File: src/remc_pkg.sv
// ----------------------------------------------------------------------------
// Rotary encoder menu controller package
// Shared types, constants and scaling functions.
// ----------------------------------------------------------------------------
`default_nettype none

package remc_pkg;

   localparam int unsigned LEVEL_W  = 7;
   localparam int unsigned COUNT_W  = 17;
   localparam int unsigned BCD_W    = 12;
   localparam int unsigned GAIN_W   = 8;
   localparam int unsigned DELAY_W  = 15;

   localparam logic [LEVEL_W-1:0] STEP_SIZE  = 7'd5;
   localparam logic [LEVEL_W-1:0] LEVEL_MAX  = 7'd100;
   localparam logic [LEVEL_W-1:0] LEVEL_MIX_RST    = 7'd50;
   localparam logic [LEVEL_W-1:0] LEVEL_LENGTH_RST = 7'd50;
   localparam logic [LEVEL_W-1:0] LEVEL_ECHO_RST   = 7'd0;
   localparam logic [COUNT_W-1:0] BLINK_HALF_RST   = 17'd120000;

   // level*255/100 as one multiply by 255*ceil(2^19/100), then shift by 19
   localparam logic [27:0] GAIN_RECIP   = 28'd1336965;
   localparam int unsigned GAIN_SHIFT   = 19;
   localparam logic [15:0] DELAY_SCALE  = 16'd327;
   // x/10 for x below 1000 as (x*205) >> 11
   localparam logic [14:0] TENTH_RECIP  = 15'd205;

   localparam logic [2:0] LED_MIX    = 3'b001;
   localparam logic [2:0] LED_LENGTH = 3'b010;
   localparam logic [2:0] LED_ECHO   = 3'b100;
   localparam logic [2:0] LED_OFF    = 3'b000;

   typedef enum logic [2:0] {
      MODE_CTRL_MIX    = 3'd0,
      MODE_SEL_MIX     = 3'd1,
      MODE_SEL_LENGTH  = 3'd2,
      MODE_CTRL_LENGTH = 3'd3,
      MODE_SEL_ECHO    = 3'd4,
      MODE_CTRL_ECHO   = 3'd5
   } mode_type;

   // Menu state after one poll, as seen by the output formatter
   typedef struct packed {
      mode_type             mode;
      logic [LEVEL_W-1:0]   mix_level;
      logic [LEVEL_W-1:0]   length_level;
      logic [LEVEL_W-1:0]   echo_level;
      logic                 blink_phase;
      logic                 updated;
   } view_type;

   // One formatted result
   typedef struct packed {
      logic [2:0]           mode_code;
      logic [2:0]           led_pattern;
      logic [BCD_W-1:0]     display_bcd;
      logic [GAIN_W-1:0]    mix_gain;
      logic [GAIN_W-1:0]    echo_gain;
      logic [DELAY_W-1:0]   delay_samples;
      logic                 params_updated;
   } result_type;

   function automatic logic is_select(input mode_type m);
      is_select = (m == MODE_SEL_MIX) || (m == MODE_SEL_LENGTH) || (m == MODE_SEL_ECHO);
   endfunction

   function automatic logic [GAIN_W-1:0] gain_of(input logic [LEVEL_W-1:0] lvl);
      logic [27:0] prod;
      prod = 28'(lvl) * GAIN_RECIP;
      gain_of = prod[GAIN_SHIFT +: GAIN_W];
   endfunction

   function automatic logic [DELAY_W-1:0] delay_of(input logic [LEVEL_W-1:0] lvl);
      logic [15:0] prod;
      prod = 16'(lvl) * DELAY_SCALE;
      delay_of = prod[DELAY_W-1:0];
   endfunction

   function automatic logic [BCD_W-1:0] bcd_of(input logic [LEVEL_W-1:0] lvl);
      logic                hund;
      logic [LEVEL_W-1:0]  rem;
      logic [14:0]         prod;
      logic [3:0]          tens;
      logic [LEVEL_W-1:0]  ones;
      hund = (lvl >= LEVEL_MAX);
      rem  = hund ? (lvl - LEVEL_MAX) : lvl;
      prod = 15'(rem) * TENTH_RECIP;
      tens = prod[14:11];
      ones = rem - (7'(tens) * 7'd10);
      bcd_of = {3'b000, hund, tens, ones[3:0]};
   endfunction

endpackage

`default_nettype wire

File: src/remc_core.sv
// ----------------------------------------------------------------------------
// Menu state core
// Holds the menu state and computes its next value from one encoder poll.
// ----------------------------------------------------------------------------
`default_nettype none

module remc_core (
   input  wire logic                          clock,
   input  wire logic                          reset,
   input  wire logic                          fire,
   input  wire logic                          enc_a,
   input  wire logic                          enc_b,
   input  wire logic                          push_req,
   input  wire logic [remc_pkg::COUNT_W-1:0]  half_period,
   output remc_pkg::view_type                 view_next
);
   import remc_pkg::*;

   mode_type            mode_ff,   mode_in;
   logic [LEVEL_W-1:0]  mix_ff,    mix_in;
   logic [LEVEL_W-1:0]  length_ff, length_in;
   logic [LEVEL_W-1:0]  echo_ff,   echo_in;
   logic [COUNT_W-1:0]  count_ff,  count_in;
   logic                phase_ff,  phase_in;
   logic                prev_a_ff;
   logic                prev_push_ff;
   logic                updated;

   logic                click;
   logic                ccw;
   logic                press;
   logic [COUNT_W-1:0]  count_inc;

   assign click = enc_a & ~prev_a_ff;
   assign ccw   = ~enc_b;
   assign press = push_req & ~prev_push_ff;

   function automatic logic [LEVEL_W-1:0] step_level(input logic [LEVEL_W-1:0] lvl,
                                                     input logic up);
      if (up && lvl < LEVEL_MAX) begin
         step_level = lvl + STEP_SIZE;
      end else if (!up && lvl != '0) begin
         step_level = lvl - STEP_SIZE;
      end else begin
         step_level = lvl;
      end
   endfunction

   // Next state: click first, then button press, then blink tick
   always_comb begin
      mode_in   = mode_ff;
      mix_in    = mix_ff;
      length_in = length_ff;
      echo_in   = echo_ff;
      count_in  = count_ff;
      phase_in  = phase_ff;
      updated   = 1'b0;
      count_inc = '0;

      if (click) begin
         unique case (mode_ff)
            MODE_SEL_MIX: begin
               mode_in = ccw ? MODE_SEL_LENGTH : MODE_SEL_ECHO;
               count_in = '0;
               phase_in = 1'b1;
            end
            MODE_SEL_LENGTH: begin
               mode_in = ccw ? MODE_SEL_ECHO : MODE_SEL_MIX;
               count_in = '0;
               phase_in = 1'b1;
            end
            MODE_SEL_ECHO: begin
               mode_in = ccw ? MODE_SEL_MIX : MODE_SEL_LENGTH;
               count_in = '0;
               phase_in = 1'b1;
            end
            MODE_CTRL_MIX: begin
               mix_in  = step_level(mix_ff, ccw);
               updated = 1'b1;
            end
            MODE_CTRL_LENGTH: begin
               length_in = step_level(length_ff, ccw);
               updated   = 1'b1;
            end
            MODE_CTRL_ECHO: begin
               echo_in = step_level(echo_ff, ccw);
               updated = 1'b1;
            end
            default: begin
               mode_in = mode_ff;
            end
         endcase
      end

      if (press) begin
         unique case (mode_in)
            MODE_CTRL_MIX: begin
               mode_in  = MODE_SEL_MIX;
               count_in = '0;
               phase_in = 1'b1;
            end
            MODE_SEL_MIX:    mode_in = MODE_CTRL_MIX;
            MODE_SEL_LENGTH: mode_in = MODE_CTRL_LENGTH;
            MODE_CTRL_LENGTH: begin
               mode_in  = MODE_SEL_LENGTH;
               count_in = '0;
               phase_in = 1'b1;
            end
            MODE_SEL_ECHO:   mode_in = MODE_CTRL_ECHO;
            MODE_CTRL_ECHO: begin
               mode_in  = MODE_SEL_ECHO;
               count_in = '0;
               phase_in = 1'b1;
            end
            default:         mode_in = MODE_CTRL_MIX;
         endcase
      end

      if (is_select(mode_in)) begin
         count_inc = count_in + 17'd1;
         if (count_inc >= half_period) begin
            count_in = '0;
            phase_in = ~phase_in;
         end else begin
            count_in = count_inc;
         end
      end
   end

   // Outputs: state as it stands after this poll
   always_comb begin
      view_next.mode         = mode_in;
      view_next.mix_level    = mix_in;
      view_next.length_level = length_in;
      view_next.echo_level   = echo_in;
      view_next.blink_phase  = phase_in;
      view_next.updated      = updated;
   end

   // Commit state on each transfer into the result stage
   always_ff @(posedge clock) begin
      if (reset) begin
         mode_ff      <= MODE_CTRL_MIX;
         mix_ff       <= LEVEL_MIX_RST;
         length_ff    <= LEVEL_LENGTH_RST;
         echo_ff      <= LEVEL_ECHO_RST;
         count_ff     <= '0;
         phase_ff     <= 1'b1;
         prev_a_ff    <= 1'b1;
         prev_push_ff <= 1'b0;
      end else if (fire) begin
         mode_ff      <= mode_in;
         mix_ff       <= mix_in;
         length_ff    <= length_in;
         echo_ff      <= echo_in;
         count_ff     <= count_in;
         phase_ff     <= phase_in;
         prev_a_ff    <= enc_a;
         prev_push_ff <= push_req;
      end
   end

endmodule

`default_nettype wire

File: src/remc_format.sv
// ----------------------------------------------------------------------------
// Result formatter
// Turns the menu state into LEDs, BCD display digits and scaled settings.
// ----------------------------------------------------------------------------
`default_nettype none

module remc_format (
   input  wire remc_pkg::view_type  view,
   output remc_pkg::result_type     result
);
   import remc_pkg::*;

   logic [2:0]          led;
   logic [LEVEL_W-1:0]  shown;

   // Pick the LED and the level shown for the current parameter
   always_comb begin
      unique case (view.mode)
         MODE_CTRL_MIX, MODE_SEL_MIX: begin
            led   = LED_MIX;
            shown = view.mix_level;
         end
         MODE_SEL_LENGTH, MODE_CTRL_LENGTH: begin
            led   = LED_LENGTH;
            shown = view.length_level;
         end
         MODE_SEL_ECHO, MODE_CTRL_ECHO: begin
            led   = LED_ECHO;
            shown = view.echo_level;
         end
         default: begin
            led   = LED_OFF;
            shown = '0;
         end
      endcase
   end

   // Blank the LED in the dark half of the select-mode blink
   always_comb begin
      result.mode_code      = view.mode;
      result.led_pattern    = (is_select(view.mode) && !view.blink_phase) ? LED_OFF : led;
      result.display_bcd    = bcd_of(shown);
      result.mix_gain       = gain_of(view.mix_level);
      result.echo_gain      = gain_of(view.echo_level);
      result.delay_samples  = delay_of(view.length_level);
      result.params_updated = view.updated;
   end

endmodule

`default_nettype wire

File: src/rotary_encoder_menu_controller_unit.sv
// ----------------------------------------------------------------------------
// Rotary encoder menu controller
// Input poll register, menu state core, formatter and result register.
// ----------------------------------------------------------------------------
// Usage:
//   req_* carries one poll of the debounced encoder A/B and push-button
//   levels per transfer (req_valid high, req_stall low). rsp_* returns one
//   result per poll: mode, LED pattern, BCD display value, mix and echo
//   gains, delay length in samples, and an update pulse for control-mode
//   clicks. csr_* writes the blink half period (polls per half period);
//   csr_ready is always high, write only while the block is idle.
//   Latency is two register stages: the poll register, then the state
//   update into the result register, which raises rsp_valid.
//   Throughput is one poll per cycle while the receiver does not stall,
//   set by the single state update path. When the receiver stalls, the
//   result register holds; an empty poll register still takes one more
//   item, then req_stall rises until the result moves.
//   Synchronous reset empties both registers, restores the menu state
//   (control mix mode, levels 50/50/0, LED blink phase on) and sets the
//   blink half period to 120000.
// ----------------------------------------------------------------------------
`default_nettype none

module rotary_encoder_menu_controller_unit (
   input  wire logic                          clock,
   input  wire logic                          reset,
   // poll channel
   input  wire logic                          req_valid,
   output logic                               req_stall,
   input  wire logic                          req_enc_a,
   input  wire logic                          req_enc_b,
   input  wire logic                          req_push_req,
   // result channel
   output logic                               rsp_valid,
   input  wire logic                          rsp_stall,
   output logic [2:0]                         rsp_mode_code,
   output logic [2:0]                         rsp_led_pattern,
   output logic [remc_pkg::BCD_W-1:0]         rsp_display_bcd,
   output logic [remc_pkg::GAIN_W-1:0]        rsp_mix_gain,
   output logic [remc_pkg::GAIN_W-1:0]        rsp_echo_gain,
   output logic [remc_pkg::DELAY_W-1:0]       rsp_delay_samples,
   output logic                               rsp_params_updated,
   // blink half period write
   input  wire logic                          csr_valid,
   output logic                               csr_ready,
   input  wire logic [remc_pkg::COUNT_W-1:0]  csr_data
);
   import remc_pkg::*;

   logic                in_valid_ff, in_valid_in;
   logic                in_a_ff, in_b_ff, in_push_ff;
   logic                out_valid_ff, out_valid_in;
   result_type          out_ff;
   logic [COUNT_W-1:0]  half_period_ff;

   logic                out_free;
   logic                fire;
   logic                req_take;
   view_type            view_next;
   result_type          result;

   // Handshake control
   assign out_free  = ~out_valid_ff | ~rsp_stall;
   assign fire      = in_valid_ff & out_free;
   assign req_stall = in_valid_ff & ~out_free;
   assign req_take  = req_valid & ~req_stall;
   assign csr_ready = 1'b1;

   always_comb begin
      if (req_take) begin
         in_valid_in = 1'b1;
      end else if (fire) begin
         in_valid_in = 1'b0;
      end else begin
         in_valid_in = in_valid_ff;
      end
      if (fire) begin
         out_valid_in = 1'b1;
      end else if (!rsp_stall) begin
         out_valid_in = 1'b0;
      end else begin
         out_valid_in = out_valid_ff;
      end
   end

   always_ff @(posedge clock) begin
      if (reset) begin
         in_valid_ff  <= 1'b0;
         out_valid_ff <= 1'b0;
      end else begin
         in_valid_ff  <= in_valid_in;
         out_valid_ff <= out_valid_in;
      end
   end

   // Capture the poll on each request transfer
   always_ff @(posedge clock) begin
      if (req_take) begin
         in_a_ff    <= req_enc_a;
         in_b_ff    <= req_enc_b;
         in_push_ff <= req_push_req;
      end
   end

   // Blink half period register
   always_ff @(posedge clock) begin
      if (reset) begin
         half_period_ff <= BLINK_HALF_RST;
      end else if (csr_valid && csr_ready) begin
         half_period_ff <= csr_data;
      end
   end

   remc_core u_core (
      .clock       (clock),
      .reset       (reset),
      .fire        (fire),
      .enc_a       (in_a_ff),
      .enc_b       (in_b_ff),
      .push_req    (in_push_ff),
      .half_period (half_period_ff),
      .view_next   (view_next)
   );

   remc_format u_format (
      .view   (view_next),
      .result (result)
   );

   // Load the result register as the poll moves out
   always_ff @(posedge clock) begin
      if (fire) begin
         out_ff <= result;
      end
   end

   assign rsp_valid          = out_valid_ff;
   assign rsp_mode_code      = out_ff.mode_code;
   assign rsp_led_pattern    = out_ff.led_pattern;
   assign rsp_display_bcd    = out_ff.display_bcd;
   assign rsp_mix_gain       = out_ff.mix_gain;
   assign rsp_echo_gain      = out_ff.echo_gain;
   assign rsp_delay_samples  = out_ff.delay_samples;
   assign rsp_params_updated = out_ff.params_updated;

   // Never overwrite a held result
   assert property (@(posedge clock) disable iff (reset)
      !(fire && out_valid_ff && rsp_stall))
      else $error("result register overwritten while stalled");

   // At most one parameter LED lit
   assert property (@(posedge clock) disable iff (reset)
      rsp_valid |-> $onehot0(rsp_led_pattern))
      else $error("more than one LED lit");

   // Display digits stay decimal
   assert property (@(posedge clock) disable iff (reset)
      rsp_valid |-> (rsp_display_bcd[3:0] <= 4'd9) && (rsp_display_bcd[7:4] <= 4'd9)
                    && (rsp_display_bcd[11:8] <= 4'd1))
      else $error("display value not BCD");

   // Control modes keep their LED solid
   assert property (@(posedge clock) disable iff (reset)
      rsp_valid && (rsp_mode_code == MODE_CTRL_MIX || rsp_mode_code == MODE_CTRL_LENGTH
                    || rsp_mode_code == MODE_CTRL_ECHO) |-> (rsp_led_pattern != LED_OFF))
      else $error("control mode LED dark");

endmodule

`default_nettype wire

File: config.mk
export PLATFORM = sky130hd
export DESIGN_NAME = rotary_encoder_menu_controller_unit
export DESIGN_NICKNAME = d
export VERILOG_FILES = /design/src/remc_pkg.sv /design/src/remc_core.sv /design/src/remc_format.sv /design/src/rotary_encoder_menu_controller_unit.sv
export SDC_FILE = /design/constraint.sdc
export NUM_CORES = 1
export LEC_CHECK = 0
export BUFFER_PORTS_ARGS = -buffer_cell sky130_fd_sc_hd__buf_2
export CAP_MARGIN = 20
export CORE_MARGIN = 4
export CORE_UTILIZATION = 40
export CTS_CLUSTER_SIZE = 20
export DETAILED_ROUTE_END_ITERATION = 10
export SLEW_MARGIN = 30
export SYNTH_ARGS = -nofsm -noshare
export SYNTH_HDL_FRONTEND = slang
export SYNTH_SLANG_ARGS = --single-unit
File: constraint.sdc
create_clock -name clock -period 9.1 [get_ports clock]
set_clock_uncertainty 0.2 [all_clocks]
set_input_delay 1.82 -clock clock [delete_from_list [all_inputs] [get_ports clock]]
set_output_delay 1.82 -clock clock [all_outputs]
set_load 0.01 [all_outputs]
After elaboration in Yosys (flattened, before gate mapping)
Cells that the tools add are included.

Bits in registers: 113. Input bits: 25. Logic and storage cells: 131.

Add/sub/neg operators: 9. Multipliers: 5. $lt $le $gt $ge: 5. Equal/unequal tests: 15. Mux-type cells: 39. Bitwise operators: 14. Reductions and logical operators: 23.

Operators with widths (count): two-way mux 17 bit (6); two-way mux 7 bit (13); multiplier 7 x 21 -> 27 bit (second input constant) (2); adder 7 x 3 -> 7 bit (second input constant) (3); less-than comparator 7 bit (second input constant) (3); case mux 7 bit (3 select lines) (1); nonzero test 7 bit (3); subtractor 7 x 3 -> 7 bit (second input constant) (3); == test 3 x 2 -> 1 bit (second input constant) (6); == test 3 bit (second input constant) (6); case mux 3 bit (3 select lines) (2); adder 17 x 1 -> 17 bit (second input constant) (1); greater-or-equal comparator 17 bit (1); multiplier 7 x 8 -> 15 bit (second input constant) (1); multiplier 7 x 9 -> 15 bit (second input constant) (1); case mux 3 bit (5 select lines) (1); two-way mux 3 bit (4); two-way mux 1 bit (11); logical NOT 3 bit (3); OR reduction 3 bit (3); inverter 1 bit (8); greater-or-equal comparator 7 bit (second input constant) (1); logical AND 1 bit (7); subtractor 7 bit (second input constant) (1); other kinds (11) (19).

Longest topological paths before layout
Gate-level depths: netlist (run 1).

Depth in word-level cells: 14. Depth in mapped cells: 36.

By module
From an unflattened synthesis (run 1), not the netlist that was laid out.

Cell total of the unflattened synthesis: 1167. Area total of the unflattened synthesis: 11192.0 µm².

By module, submodules not included: remc_format (instances 1, cells each 562, area each 5165.0 µm²); remc_core (instances 1, cells each 485, area each 3708.6 µm²); rotary_encoder_menu_controller_unit (instances 1, cells each 120, area each 2318.5 µm²).

Worst setup path before layout (run 1)
Ideal clock, no wire load.

Path kind: register to register. Start: reg u_core.echo_ff[0]. End: reg out_ff (netlist bit rsp_display_bcd[3]) (data pin). Library setup time: 258 ps. Data arrival time: 7601 ps. Path slack: 1042 ps. Stages on the path, launching flop included: 35. Clock period less this slack: 8058 ps. Path through: dfxtp_1 -> inv_1 -> ha_1 -> or4b_1 -> o21a_1 -> o21ai_2 -> xnor2_1 -> inv_1 -> a222oi_1 -> o2111a_2 -> o31a_4 -> nand2_1 -> xor2_1 -> ha_1 -> fa_1 -> ha_1 -> inv_1 -> fa_1 -> inv_1 -> ha_1 -> a21o_1 -> a21o_1 -> a21oi_1 -> nand2_1 -> nand2_1 -> nor3_1 -> nand4_1 -> o41ai_1 -> a211oi_1 -> ha_1 -> inv_1 -> fa_1 -> xnor2_1 -> xnor2_1 -> xnor2_1.

RTL lines: from (decl) (RTL line remc_core.sv:22) `logic [LEVEL_W-1:0] echo_ff, echo_in;`; from (signal assigned) (RTL line remc_core.sv:155) `echo_ff <= echo_in;`; to (signal assigned) (RTL line rotary_encoder_menu_controller_unit.sv:133) `out_ff <= result;`; to (decl) (RTL line rotary_encoder_menu_controller_unit.sv:53) `result_type out_ff;`.

==> results of run 1 <==
==> registers in the layout (all words and copies together), names as in the netlist, 7 cells and up <==
signal             flops
rsp_echo_gain          8
u_core.length_ff       7
rsp_mix_gain           8
u_core.echo_ff         7
rsp_delay_samples     15
half_period_ff        17
rsp_display_bcd        9
u_core.mix_ff          7
u_core.count_ff       17
==> per-stage QoR <==
stage                     instance area, um^2  power, uW  cells  setup WS [ps]  hold slack, ps
after global placement                  11900       1320   1616            602             251
after detailed placement                11900       1340   1616            321             260
after global routing                    12500       2120   1649            157             287
final                                   12500       1950   1649            662             266
after CTS                               12500       1980   1648            303             268
after floorplan                         11200       1160   1196           1040             245
==> worst paths after layout <==
path	from	to	depth (start not counted)
worst min register to register	u_core.prev_push_ff$_SDFFE_PP0P_	u_core.prev_push_ff$_SDFFE_PP0P_	2
worst max-delay path	u_core.mode_ff[2]$_SDFFE_PP0P_	rsp_display_bcd[3]$_DFFE_PP_	33
worst min-delay path	u_core.prev_push_ff$_SDFFE_PP0P_	u_core.prev_push_ff$_SDFFE_PP0P_	2
worst max register to register	u_core.mode_ff[2]$_SDFFE_PP0P_	rsp_display_bcd[3]$_DFFE_PP_	33
==> layout by cell type (no fill, tap or decap), drive strengths merged, types with 47 or more instances in the layout <==
cell type	n
a21oi	50
buf	90
dfxtp	63
edfxtp	50
ha	216
inv	147
nand2	57
nor2	95
o21ai	47
==> cell usage after synthesis (all sizes together) (9+ instances only) <==
master / count / share of area
clkbuf: 21 / 0.0071
ha: 216 / 0.24
edfxtp: 50 / 0.13
xnor2: 42 / 0.033
o21a: 23 / 0.015
fa: 42 / 0.075
xor2: 26 / 0.020
buf: 20 / 0.013
o21ai: 47 / 0.021
a211oi: 16 / 0.011
nor3: 24 / 0.012
a22oi: 16 / 0.011
nand2: 57 / 0.019
nand4: 12 / 0.0067
a31oi: 10 / 0.0056
nand3: 26 / 0.012
and3: 11 / 0.0062
a21o: 15 / 0.010
nand2b: 9 / 0.0050
nor2: 95 / 0.033
or2: 12 / 0.0074
dfxtp: 63 / 0.11
or3: 13 / 0.0073
inv: 136 / 0.046
nor2b: 19 / 0.011
o211ai: 16 / 0.011
a21oi: 50 / 0.023
mux2i: 11 / 0.011
==> cells by family (layout without fill, tap and decap cells) <==
family,after synthesis,count (layout)
and+or+nand+nor,314,314
adders and majority gates,258,258
AOI/OAI and AO/OA,250,250
buffers and inverters,178,259
DFF,113,113
xor gates and xnor gates,68,68
muxes,11,11
other,2,4
==> layer usage <==
metal,up-vias,wire length [um]
li1,4419,-
met1,3982,11700
met2,212,11100
met3,23,1070
met4,2,325
met5,-,13
==> area by class of cell <==
class | count | area (um^2)
clock inverters | 15 | 121
clock buffers | 17 | 425
multi-input cells | 905 | 7690
fillers | 2616 | 14800
flip-flops and latches | 113 | 2760
well taps | 372 | 465
repair buffers | 90 | 500
inverters | 137 | 514
==> critical path, delay by kind of cell, from the launching register on <==
family,cells,cell delay [ps]
compound gates,9,2260
buf+inv,4,290
simple gates,8,1630
xor+xnor,4,770
fa+ha+maj,8,2590
flops,1,450
==> power groups by stage <==
| stage | Clock, uW | Sequential (uW) | Combinational, uW |
|---|---|---|---|
| floorplan | 0 | 630 | 530 |
| global placement | 0 | 623 | 700 |
| detailed placement | 0 | 623 | 716 |
| CTS | 647 | 613 | 720 |
| global route | 671 | 615 | 831 |
| finish | 628 | 611 | 710 |
==> repair_timing <==
item                                    in CTS  in global routing
resized for setup                            0                  2
setup buffers                                0                  0
endpoints found under the setup margin       0                  1
==> flow_summary.json, run 1 <==
{
  "start_util": 0.410,
  "cts_tree": "done",
  "clock_sinks": 113,
  "critPathKind": "flop to flop",
  "relSlewSlack": 0.400,
  "ys_seq_area_frac": 0.247,
  "use_met2": 0.260,
  "fin_nets": 1547,
  "startpoint_type": "flop",
  "synth_top_family_by_area": "adder cells",
  "max_cap_violations": 0,
  "area_growth_pct": 11.7,
  "routed_via_density": 5.24,
  "hold_viol_final": 0,
  "p_int_uw": 1250,
  "io_buffers": 73,
  "seqPwrFrac": 0.313,
  "worst_pin_slew_ps": 900,
  "tns_ps": 0,
  "required_ps": 9070,
  "antenna_found_initial": 1,
  "cpMostUsedCell": "ha_1",
  "grt_setup_unrepaired": "no",
  "die_x_um": 175,
  "busiest_layer": "met2",
  "grt.total_usage": 0.160,
  "met1_usage": 0.222,
  "critPathSlowestCell": "fa_1",
  "htree_num_levels": 4,
  "fp.dieH_um": 175,
  "dpl.hpwl_um": 18700,
  "synth_edf_count": 50,
  "drtPass1Iterations": 5,
  "core_um2": 27300,
  "critPathArrivalTime_ps": 8410,
  "synth_ff_type": "dfxtp_1",
  "synth_compound_area_frac": 0.160,
  "switchingPower_uw": 695,
  "drtIter0Drc": 635,
  "synth-simple-area-share": 0.145,
  "antenna_left": 0,
  "ys.warnings.count": 0,
  "ioPinCount": 78,
  "die_area_um2": 30700,
  "endpoint_kind": "flop",
  "use_met3": 0.0277,
  "rows": 60,
  "syn_inst": 1194,
  "p_per_area_nw_per_um2": 156,
  "detail_route.wl_per_cell_um": 14.7,
  "layout-drive-gt1-share": 0.128,
  "grt_pass1_vias": 8354,
  "grt_max_degree": 73,
  "dr_total_vias": 8638,
  "p_leak_uw": 0.00598,
  "routed_wl_um": 24200,
  "status": "finished, final reports clean",
  "final-max-slew-violation-count": 0,
  "synth_xor_area_frac": 0.0533,
  "rrSetupSlack_ps": 660,
  "fin_crit_sh": 0.927,
  "yosys.cell_types.count": 92,
  "synthAdderAreaFrac": 0.317,
  "postCtsHoldBufs": 0,
  "overflow": 0,
  "synthArstFlopShare": 0,
  "postLayoutCoreUtil": 0.458,
  "grt_first_pass_wirelength_um": 40800,
  "drc": 0,
  "fmax_mhz": 119,
  "synthesis.area_um2": 11200,
  "cts_buffers": 17,
  "clk_path_buf_depth": 2,
  "clkTransAtPathRegs_ps": 60,
  "p_clk_frac": 0.322,
  "cp_max_fo": 14,
  "switching_share": 0.357,
  "ys_ff_latch": 113,
  "num_antenna_cells": 0,
  "syn_avg_cell_area_um2": 9.36,
  "setup_viol": 0,
  "gp_routability_congestion": 0.883,
  "pwr-share-comb": 0.364,
  "clock_latency_ps": 420,
  "holdCritPathClass": "flop to flop",
  "cpPeakStageDelay_ps": 490,
  "irDropWorstVdd_v": 0.0000855,
  "fin_crit_ps": 8440,
  "cts-root-buf": "clkbuf_16",
  "synth.area.mux_share": 0.0110
}
No activity file was read; power rests on OpenSTA's default activity.
==> run 2: changes to the inputs <==
--- a/config.mk
+++ b/config.mk
@@ -7,10 +7,12 @@
 export LEC_CHECK = 0
 export BUFFER_PORTS_ARGS = -buffer_cell sky130_fd_sc_hd__buf_2
 export CAP_MARGIN = 20
+export CORE_ASPECT_RATIO = 1.25
 export CORE_MARGIN = 4
-export CORE_UTILIZATION = 40
+export CORE_UTILIZATION = 60
 export CTS_CLUSTER_SIZE = 20
 export DETAILED_ROUTE_END_ITERATION = 10
+export PLACE_DENSITY = 0.79
 export SLEW_MARGIN = 30
 export SYNTH_ARGS = -nofsm -noshare
 export SYNTH_HDL_FRONTEND = slang
==> run 2 against run 1 <==
Setup slack got worse by 210 ps; clock power rose by 6.4%; final area fell by 1.2%; sequential cell count did not move; final cell count fell by 8.9%; count of clock-buffer cells in the layout rose by 9; combinational power rose by 3.0%; non-clock buffer count fell by 2; critical path depth rose by 1; power rose by 3.3%; register-to-register slack got worse by 210 ps; critical endpoint unchanged; highest routed layer is now met4.
==> flow_summary.json, run 2 (synthesis gave the netlist of run 1 again) <==
{
  "status": "finished, final reports clean",
  "clock_latency_ps": 420,
  "reg2reg_to": "rsp_display_bcd[3]$_DFFE_PP_",
  "fin_crit_ps": 8650,
  "grt.total_usage": 0.246,
  "dr_total_vias": 9039,
  "critPathKind": "flop to flop",
  "fin_crit_sh": 0.950,
  "max_cap_violations": 0,
  "drtIter0Drc": 654,
  "critPathSlowestCell": "fa_1",
  "die_x_um": 130,
  "ioPinCount": 78,
  "dpl.hpwl_um": 19500,
  "antenna_found_initial": 0,
  "place_area_um2": 11700,
  "r2r-start": "u_core.echo_ff[0]$_SDFFE_PP0P_",
  "p_leak_uw": 0.00600,
  "required_ps": 9060,
  "critPathArrivalTime_ps": 8610,
  "drc": 0,
  "fin_area_um2": 12300,
  "critical-path-top-delay-family": "adder cells",
  "endpoint_kind": "flop",
  "routed_via_density": 6.01,
  "whs_endpoint": "u_core.prev_push_ff$_SDFFE_PP0P_",
  "num_antenna_cells": 0,
  "grt_setup_unrepaired": "no",
  "cts_tree": "done",
  "finalNonFillerCells": 1503,
  "routed_wl_um": 25400,
  "grt_max_degree": 73,
  "final-seq-area_um2": 2760,
  "nFillCells": 1446,
  "cts_buffers": 17,
  "worst_pin_slew_ps": 920,
  "layout_commonest_cell": "ha_1",
  "setup_viol": 0,
  "layout-drive-gt1-share": 0.125,
  "multi_input_area_um2": 7690,
  "core_um2": 18200,
  "fmax_mhz": 116,
  "rows": 55,
  "hold_viol_final": 0,
  "fin_nets": 1545,
  "drtPass1Iterations": 5,
  "final-max-slew-violation-count": 0,
  "postLayoutCoreUtil": 0.676,
  "p_per_area_nw_per_um2": 163,
  "die_area_um2": 20900,
  "pre_cts_slack_ps": 545,
  "cts-root-buf": "clkbuf_16",
  "gp_routability_congestion": 0.898,
  "r2r_cells": 34,
  "clkTransAtPathRegs_ps": 50,
  "start_util": 0.613,
  "irDropWorstVdd_v": 0.000125,
  "rrSetupSlack_ps": 450,
  "relSlewSlack": 0.387,
  "tns_ps": 0,
  "detail_route.wl_per_cell_um": 16.9,
  "postCtsHoldBufs": 0,
  "min_path_cells": 2,
  "antenna_left": 0,
  "htree_num_levels": 4,
  "cp_max_fo": 6,
  "grt_first_pass_wirelength_um": 41600,
  "cp_num_buf_inv": 4,
  "startpoint_type": "flop",
  "hp-start": "u_core.prev_push_ff$_SDFFE_PP0P_",
  "io_buffers": 73,
  "overflow": 0,
  "postLayoutSetupSlackWorst_ps": 454,
  "holdCritPathClass": "flop to flop",
  "fp.dieH_um": 161,
  "cpMostUsedCell": "ha_1",
  "cpPeakStageDelay_ps": 530,
  "final_cell_mix": "216 x ha_1, 135 x inv_1, 94 x nor2_1",
  "area_growth_pct": 10.4,
  "place_inst": 1470,
  "grt_pass1_vias": 8921,
  "clk_path_buf_depth": 2,
  "clock_sinks": 113
}
-- run 2: changes by cell type in the layout (fill, tap and decap cells not counted), sizes merged --
cell    before  now
buf         90   88
inv        147  138
clkbuf      17   26
-- run 2: worst max-delay path by stage --
stage	start	end	slack, ps	cells past startpoint
finish	u_core.echo_ff[0]$_SDFFE_PP0P_	rsp_display_bcd[3]$_DFFE_PP_	450	34
global route	u_core.echo_ff[0]$_SDFFE_PP0P_	rsp_display_bcd[3]$_DFFE_PP_	30	34
CTS	in_b_ff$_DFFE_PP_	rsp_display_bcd[3]$_DFFE_PP_	490	33
detailed placement	in_b_ff$_DFFE_PP_	rsp_display_bcd[3]$_DFFE_PP_	540	33
global placement	in_b_ff$_DFFE_PP_	rsp_display_bcd[3]$_DFFE_PP_	850	33
floorplan	u_core.echo_ff[0]$_SDFFE_PP0P_	rsp_display_bcd[3]$_DFFE_PP_	1040	34
-- run 2: through the flow --
| stage | hold WS [ps] | power [uW] |
|---|---|---|
| floorplan | 245 | 1160 |
| global placement | 255 | 1320 |
| detailed placement | 270 | 1360 |
| CTS | 279 | 2030 |
| global route | 296 | 2160 |
| finish | 276 | 2010 |
-- run 2: area by class of cell --
class                           count  share of cell area
Sequential cell                   113               0.224
Clock inverter                      6             0.00314
Multi-Input combinational cell    905               0.624
Clock buffer                       26              0.0456
Inverter                          137              0.0417
Timing Repair Buffer               88              0.0388
Tap cell                          228              0.0231
-- run 2: worst min-delay path, cell delays in order (launching register included) --
cell     delay, ps
dfxtp_1        320
nand2_1         60
a21oi_1         60
-- run 2: timing repair --
item,in CTS,in global routing
endpoints found under the setup margin,0,1
setup buffers,0,1
endpoints found under the hold margin,0,0
gates resized for setup,0,1
-- run 2: power by group --
part	switching, uW	total (uW)	internal [uW]	leakage (uW)
registers	22.4	615	593	0.000978
clock network	242	668	426	0.000302
logic	421	731	311	0.00472
total	685	2010	1330	0.00600
-- run 2: layer usage --
metal	up-vias	global-route usage	routed length (um)
met5	-	0	0
met4	0	0.0959	809
met3	67	0.0413	1140
met2	258	0.445	13200
met1	4316	0.284	10300
li1	4398	-	-
